## src/ska_pkg.sv

```systemverilog
// Shared types, constants and saturating arithmetic for the sorted key accumulate table.
`default_nettype none
package ska_pkg;

	localparam int CAPACITY = 1024;
	localparam int LEVELS   = 10;
	localparam int IDX_W    = 10;
	localparam int POS_W    = 11;
	localparam int LVL_W    = 4;
	localparam int DEPT_W   = 16;
	localparam int PLU_W    = 47;
	localparam int KEY_W    = DEPT_W + PLU_W;
	localparam int QTY_W    = 32;
	localparam int AMT_W    = 40;
	localparam int IN_W     = 152;
	localparam int OUT_W    = 160;

	localparam logic [1:0] ST_OK   = 2'd0;
	localparam logic [1:0] ST_FULL = 2'd1;
	localparam logic [1:0] ST_OOR  = 2'd2;

	typedef logic [KEY_W-1:0] key_t;
	typedef logic [LEVELS-1:0][QTY_W-1:0] qty_row_t;
	typedef logic [LEVELS-1:0][AMT_W-1:0] amt_row_t;

	// Broadcast from the control to every cell.
	typedef struct packed {
		logic             shift;
		logic             load;
		logic             wr;
		logic [LVL_W-1:0] level;
		key_t             key;
		logic [QTY_W-1:0] qty;
		logic [AMT_W-1:0] amt;
	} cell_ctl_t;

	// What one cell reports back to the control.
	typedef struct packed {
		logic             lt;
		logic             eq;
		logic [QTY_W-1:0] qty;
		logic [AMT_W-1:0] amt;
	} cell_stat_t;

	function automatic logic [QTY_W-1:0] sat_qty(input logic [QTY_W-1:0] a,
		input logic [QTY_W-1:0] b);
		logic [QTY_W:0] s;
		s = {a[QTY_W-1], a} + {b[QTY_W-1], b};
		if (s[QTY_W] != s[QTY_W-1])
			return s[QTY_W] ? {1'b1, {(QTY_W-1){1'b0}}} : {1'b0, {(QTY_W-1){1'b1}}};
		return s[QTY_W-1:0];
	endfunction

	function automatic logic [AMT_W-1:0] sat_amt(input logic [AMT_W-1:0] a,
		input logic [AMT_W-1:0] b);
		logic [AMT_W:0] s;
		s = {a[AMT_W-1], a} + {b[AMT_W-1], b};
		if (s[AMT_W] != s[AMT_W-1])
			return s[AMT_W] ? {1'b1, {(AMT_W-1){1'b0}}} : {1'b0, {(AMT_W-1){1'b1}}};
		return s[AMT_W-1:0];
	endfunction

endpackage
`default_nettype wire

```

## src/ska_cell.sv

```systemverilog
// One table entry of the sorted chain: key, level totals, compare and shift logic.
`default_nettype none
module ska_cell (
	input  wire                   clk,
	input  ska_pkg::cell_ctl_t    ctl,
	input  wire                   valid,
	input  wire                   sel,
	input  wire                   after,
	input  ska_pkg::key_t         left_key,
	input  ska_pkg::qty_row_t     left_qty,
	input  ska_pkg::amt_row_t     left_amt,
	output ska_pkg::key_t         key,
	output ska_pkg::qty_row_t     qty,
	output ska_pkg::amt_row_t     amt,
	output ska_pkg::cell_stat_t   stat
);
	import ska_pkg::*;

	key_t     key_q;
	qty_row_t qty_q;
	amt_row_t amt_q;
	logic     lvl_ok;

	assign lvl_ok = ctl.level < LVL_W'(LEVELS);

	always_ff @(posedge clk) begin
		if (ctl.shift && after) begin
			key_q <= left_key;
			qty_q <= left_qty;
			amt_q <= left_amt;
		end else if (ctl.load && sel) begin
			key_q <= ctl.key;
			for (int j = 0; j < LEVELS; j++) begin
				qty_q[j] <= (lvl_ok && ctl.level == LVL_W'(j)) ? ctl.qty : '0;
				amt_q[j] <= (lvl_ok && ctl.level == LVL_W'(j)) ? ctl.amt : '0;
			end
		end else if (ctl.wr && sel && lvl_ok) begin
			qty_q[ctl.level] <= ctl.qty;
			amt_q[ctl.level] <= ctl.amt;
		end
	end

	assign key = key_q;
	assign qty = qty_q;
	assign amt = amt_q;

	always_comb begin
		stat.lt  = valid && (key_q < ctl.key);
		stat.eq  = valid && (key_q == ctl.key);
		stat.qty = (sel && lvl_ok) ? qty_q[ctl.level] : '0;
		stat.amt = (sel && lvl_ok) ? amt_q[ctl.level] : '0;
	end

endmodule
`default_nettype wire

```

## config.mk

```make
export PLATFORM = sky130hd
export DESIGN_NAME = ska_cell
export DESIGN_NICKNAME = d
export VERILOG_FILES = /design/src/ska_pkg.sv /design/src/ska_cell.sv
export SDC_FILE = /design/constraint.sdc
export NUM_CORES = 1
export LEC_CHECK = 0
export BUFFER_PORTS_ARGS = -buffer_cell sky130_fd_sc_hd__buf_2
export CAP_MARGIN = 20
export CORE_AREA = 2 2 702 704
export CTS_BUF_LIST = sky130_fd_sc_hd__clkbuf_4 sky130_fd_sc_hd__clkbuf_8
export DETAILED_ROUTE_END_ITERATION = 6
export DIE_AREA = 0 0 704 706
export SYNTH_ARGS = -nofsm -noshare
export SYNTH_HDL_FRONTEND = slang
export SYNTH_SLANG_ARGS = --single-unit
```

## constraint.sdc

```tcl
create_clock -name clk -period 12.9 [get_ports clk]
set_clock_uncertainty 0.2 [all_clocks]
set_input_delay 2.58 -clock clk [delete_from_list [all_inputs] [get_ports clk]]
set_output_delay 2.58 -clock clk [all_outputs]
set_load 0.02 [all_outputs]
```

==> impl_metrics.toml, run 1 <==
[run_status]
run_status = "completed"

[yosys]
postSynth.asyncResetShare_pct = 0
synth_top_flop_cell = "edfxtp_1"
unique_masters_post_synth = 38
largest_cells_by_area_after_synthesis = "edfxtp_1 59%, a22o_1 16%, mux4_2 8.2%, a221oi_2 2.7%, ha_1 2.0%"
mapped_cell_area_mm2 = 0.0396
synth-seq-cells = 783
syn-mean-instance-area_um2 = 14.6
seq_area_frac_synth_pct = 59.3
synth_largest_area_cell = "edfxtp_1"
syn_inst = 2717
synth_top_area_share_pct = 59.3
ys_warn_count = 0
synth_enable_flop_cells = 783
synth.net_count = 3709

[power_and_ir_drop]
power.density_mw_per_mm2 = 147
power.total_mw = 9.06
vdd_ir_drop_max_mv = 0.0758
internal_power_of_the_cells_mw = 5.54
switching_power_mw = 3.52
power.share.clock_pct = 36.9
combinational_power_share_pct = 23.4
p_sw_share_pct = 38.8
power_leakage_nw = 22.9
p_seq_share_pct = 39.7

[drt]
drt-wirelength-per-cell_um = 43.4
vias = 41400
first_drt_pass_iteration_count = 7
vias_per_cell = 3.60
drt_iter0_drc = 5710
drc_errors = 0
routed_wl_um = 498000
ant_nets = 0

[global_route]
grt_antenna_before_repair = 425
grt_use_total_pct = 19.1
grt_start_max_net_pins = 113
grt_overflow_total = 0
grt_pass1_vias = 37800
grt_first_pass_wirelength_um = 582000

[setup_path]
critical-path-max-stage-delay_ns = 0.79
cpMaxStageDelayCell = "buf_4"
setup.worst_path.start_class = "input port"
crit_arrival_ns = 6.94
critical_path.n_buffers_inverters = 4
crit_chain = "buf_8, buf_4, buf_4, mux4_2, mux2i_1, nor2_1, a221oi_2, nor2_1, buf_2"
critical-path-top-delay-family = "buffers and inverters"
worst-endpoint-required_ns = 10.12
path_class = "in -> out"
critical_path.endpoint_type = "output port"
timing.critical_path.fanout_max = 38

[cts]
cts.repair_timing.setup_buffer_count = 0
ctsResizeCount = 0
ctsRootBufferMaster = "clkbuf_8"
htree_levels = 4
tritoncts.num_buffers = 182
worst_path_clk_slew_ns = 0.06
cts_tree = "yes"
cts_max_path_buffers = 4
clock_sinks = 783
ctsHoldBuffers = 0

[timing]
timing.max_slew.rel_slack_pct = 17.8
setup_tns_ns = 0
drv_slew = 0
timing_worst_slew_pin_value_ns = 1.23
rsz0062_at_grt = "false"
fin_crit_sh_pct = 75.4
worst_slack_setup_final_ns = 3.18
fmaxAchievable_mhz = 103
timing.final.setup_violations = 0
final-hold-violation-count = 0
min_period_ns = 9.72
fin_hold_ws_ns = 1.59

[layout]
layout.nets = 5501
layout-drive-gt1-share_pct = 53.3
postLayoutCoreUtil_pct = 12.6
area_growth_syn_to_layout_pct = 55.2

[floorplanning]
initial_core_util_pct = 8.10
placeable_area_mm2 = 0.489
die_height_um = 706
boundaryPins = 1786
floorplan.die_area_mm2 = 0.497
floorplan.die.width_um = 704
placementRows = 257

[flow_run]
max-cap-violations = 0

[place]
pre_cts_slack_ns = 3.13
place_hpwl_um = 422000
io_buffers = 1785
globalplace.congestion = 1.03

[worst_hold_path]
hold_class = "in -> reg"
[synth_stat cells, types with 72 or more instances]
| master | n |
|---|---|
| buf_1 | 83 |
| buf_2 | 90 |
| mux4_2 | 144 |
| nor2_1 | 154 |
| nand2_1 | 86 |
| mux2i_1 | 72 |
| nor2b_1 | 73 |
| edfxtp_1 | 783 |
| a22o_1 | 720 |
| clkbuf_1 | 134 |
| a221oi_2 | 72 |
| o21ai_0 | 72 |
[flip-flops by register name, indices dropped and copies added (netlist names)]
signal / cells
amt: 400
key: 63
qty: 320
[placed cells by master (no fill, tap or decap), types with 5 or more instances in the layout]
cell,instances
clkbuf_8,184
nor3_4,5
nand4_1,10
clkbuf_4,42
a22o_1,720
nor3_1,5
o21ai_0,72
clkinv_1,39
buf_2,1781
nand3_1,8
clkinv_2,32
nor2b_2,20
a221oi_2,72
mux4_2,144
diode_2,366
edfxtp_1,783
inv_1,66
a21oi_1,24
o41ai_2,5
buf_4,130
mux2i_1,72
ha_1,63
buf_6,10
nor2b_1,51
buf_12,5
bufinv_16,17
nor2_1,151
nand2_1,85
[cell families (layout without fill, tap and decap cells)]
logic type / Yosys count / count (layout) / share of synthesized area, %
simple gates: 354 / 354 / 4.13
buf+inv: 389 / 2324 / 4.21
flops: 783 / 783 / 59.3
other cells: 0 / 366 / 0
mux: 217 / 217 / 10.0
fa+ha+maj: 63 / 63 / 1.99
compound gates: 911 / 911 / 20.3
[routing by layer]
layer | up-vias | share of wire (%) | global-route usage, %
met4 | 132 | 5.0 | 8.89
met3 | 1021 | 12 | 9.38
li1 | 15200 | - | -
met2 | 3656 | 42 | 27.8
met1 | 21400 | 40 | 23.3
met5 | - | 0.23 | 0.413
[layout make-up]
type | count | area [um^2]
repair buffers | 1930 | 10200
well taps | 6475 | 8100
multi-input cells | 1545 | 14700
fillers | 55700 | 428000
inverters | 67 | 253
clock buffers | 226 | 2850
clock inverters | 101 | 983
diodes | 366 | 916
flip-flops and latches | 783 | 23500
[stage by stage]
step	cells	area [um^2]
4_1_cts	11100	60500
3_3_place_gp	10800	56600
2_1_floorplan	2717	39600
5_1_grt	11400	61300
6_report	11500	61500
3_5_place_dp	10800	56700
[worst min-delay path, delay by kind of cell]
family / cells / cell delay (ns)
buf+inv: 1 / 0.08
compound gates: 1 / 0.06
simple gates: 1 / 0.03
[path summary, 6_finish.rpt]
check	cells after the start	startpoint	slack, ns	endpoint
worst max-delay path	9	ctl[135]	3.18	stat[48]
worst min-delay path	3	left_key[50]	1.59	key[50]
[power by group through the flow]
stage          Clock, mW  Combinational (mW)  Sequential (mW)
2_1_floorplan          0               0.569             3.67
3_3_place_gp           0                2.14             3.62
3_5_place_dp           0                2.13             3.61
4_1_cts             3.45                2.14             3.57
5_1_grt             3.52                2.20             3.58
6_report            3.34                2.12             3.59
Note: power is estimated with default switching activity, not from simulation.
==> run 2: changes to the inputs <==
==> constraint.sdc (replaced) <==
create_clock -name clk -period 8.1 [get_ports clk]
set_clock_uncertainty 0.2 [all_clocks]
set_input_delay 1.62 -clock clk [delete_from_list [all_inputs] [get_ports clk]]
set_output_delay 1.62 -clock clk [all_outputs]
set_load 0.02 [all_outputs]
==> run 2 against run 1 <==
  * Global-route usage shrank 0.22 points
  * Core utilization barely moved
  * Power is 53% higher
  * First-iteration DRC count down 4.1%
  * Via count fell by 0.49%
  * Die area is the same
  * Non-clock buffer count is 9 higher
  * Clock-buffer cell count is 5 lower
  * Critical path type unchanged
==> impl_metrics.toml, run 2 (synthesis gave the netlist of run 1 again) <==
[layout]
area.sequential_mm2 = 0.0235
n_fill_cell = 55800
multi_input_comb_area_mm2 = 0.0147
layout-drive-gt1-share_pct = 53.3
area_growth_syn_to_layout_pct = 54.6
layout.cell_area.non_filler_mm2 = 0.0613
final_common_cell = "buf_2"
largest_reg_flops = 400
most-common-layout-cells = "1,781 x buf_2, 783 x edfxtp_1, 720 x a22o_1"
layout.nets = 5504

[cts]
cts.repair_timing.setup_buffer_count = 0
cts_max_path_buffers = 4
ctsHoldBuffers = 0
ctsResizeCount = 0
worst_path_clk_slew_ns = 0.06
ctsRootBufferMaster = "clkbuf_8"
cts_tree = "yes"
clock_sinks = 783
htree_levels = 4
tritoncts.num_buffers = 176

[power_and_ir_drop]
power_leakage_nw = 22.7
switching_power_mw = 5.46
power.density_mw_per_mm2 = 226
internal_power_of_the_cells_mw = 8.40
power.share.clock_pct = 34.5
combinational_power_share_pct = 24.7
power.total_mw = 13.9
p_sw_share_pct = 39.4
p_seq_share_pct = 40.9
vdd_ir_drop_max_mv = 0.124

[global_route]
grt_pass1_vias = 37800
grt_antenna_before_repair = 381
grt_overflow_total = 0
grt_first_pass_wirelength_um = 576000
grt_start_max_net_pins = 120
grt_use_total_pct = 18.9

[setup_path]
critical_path.endpoint_type = "output port"
worst-endpoint-required_ns = 6.28
crit_arrival_ns = 4.81
crit_path_start = "ctl[135]"
setup.worst_path.start_class = "input port"
timing.critical_path.fanout_max = 49
path_class = "in -> out"

[drt]
ant_nets = 0
vias = 41200
routed_wl_um = 493000
drt-wirelength-per-cell_um = 43.0
vias_per_cell = 3.59
drt_iter0_drc = 5474
first_drt_pass_iteration_count = 6
drc_errors = 0

[floorplanning]
placementRows = 257
die_height_um = 706
initial_core_util_pct = 8.10
floorplan.die.width_um = 704
placeable_area_mm2 = 0.489
floorplan.die_area_mm2 = 0.497
boundaryPins = 1786

[timing]
rsz0062_at_grt = "false"
worst_slack_setup_final_ns = 1.47
min_period_ns = 6.63
timing_worst_slew_pin_value_ns = 1.30
timing.final.setup_violations = 0
drv_slew = 0
timing.max_slew.rel_slack_pct = 13.5
fin_crit_sh_pct = 81.9
fmaxAchievable_mhz = 151
setup_tns_ns = 0
final-hold-violation-count = 0

[place]
globalplace.congestion = 1.02
io_buffers = 1785
postPlaceCellArea_mm2 = 0.0569
pre_cts_slack_ns = 1.41
place_hpwl_um = 415000

[run_status]
run_status = "completed"

[flow_run]
max-cap-violations = 0

[worst_hold_path]
hold_class = "in -> reg"
hp-start = "left_qty[33]"
==> run 2: final cells by class <==
class / count / area share, %
clock buffer: 221 / 4.51
antenna: 347 / 1.42
timing repair buffer: 1939 / 17.0
clock inverter: 89 / 1.01
sequential: 783 / 38.4
multi-input combinational: 1545 / 24.0
inverter: 67 / 0.413
tap: 6475 / 13.2
==> run 2: final timing paths <==
kind                  endpoint  slack (ns)  cells past startpoint
worst max-delay path  stat[42]        1.47                      7
worst min-delay path   qty[33]        0.64                      2
==> run 2: power groups by stage <==
stage	Clock, mW	Sequential, mW	Combinational [mW]
final	4.78	5.66	3.42
after global routing	5.04	5.66	3.54
after CTS	4.92	5.64	3.42
after detailed placement	0	5.71	3.42
after global placement	0	5.73	3.41
after floorplan	0	5.84	0.906
==> run 2: critical path: stages <==
cell      delay, ns
buf_8          0.33
nand2b_1       0.51
nor2_4         0.38
buf_12         0.28
a221oi_2       0.15
nor2_1         0.69
buf_2          0.41
==> run 2: layer usage <==
layer	wire (um)	part of all wire, %	vias to the layer above	track usage (%)
met5	1100	0.22	-	0
met4	25200	5.1	168	9.03
met3	70200	14	971	11.0
met2	205000	42	3485	26.9
met1	191000	39	21400	22.4
li1	-	-	15100	-
==> run 2: stage by stage <==
stage	cells	utilization (%)	hold slack (ns)
2_1_floorplan	2717	-	1.61
3_5_place_dp	10800	11.6	1.71
4_1_cts	11100	12.3	0.505
6_report	11500	12.5	0.645
5_1_grt	11400	12.5	0.574
3_3_place_gp	10800	11.6	1.70
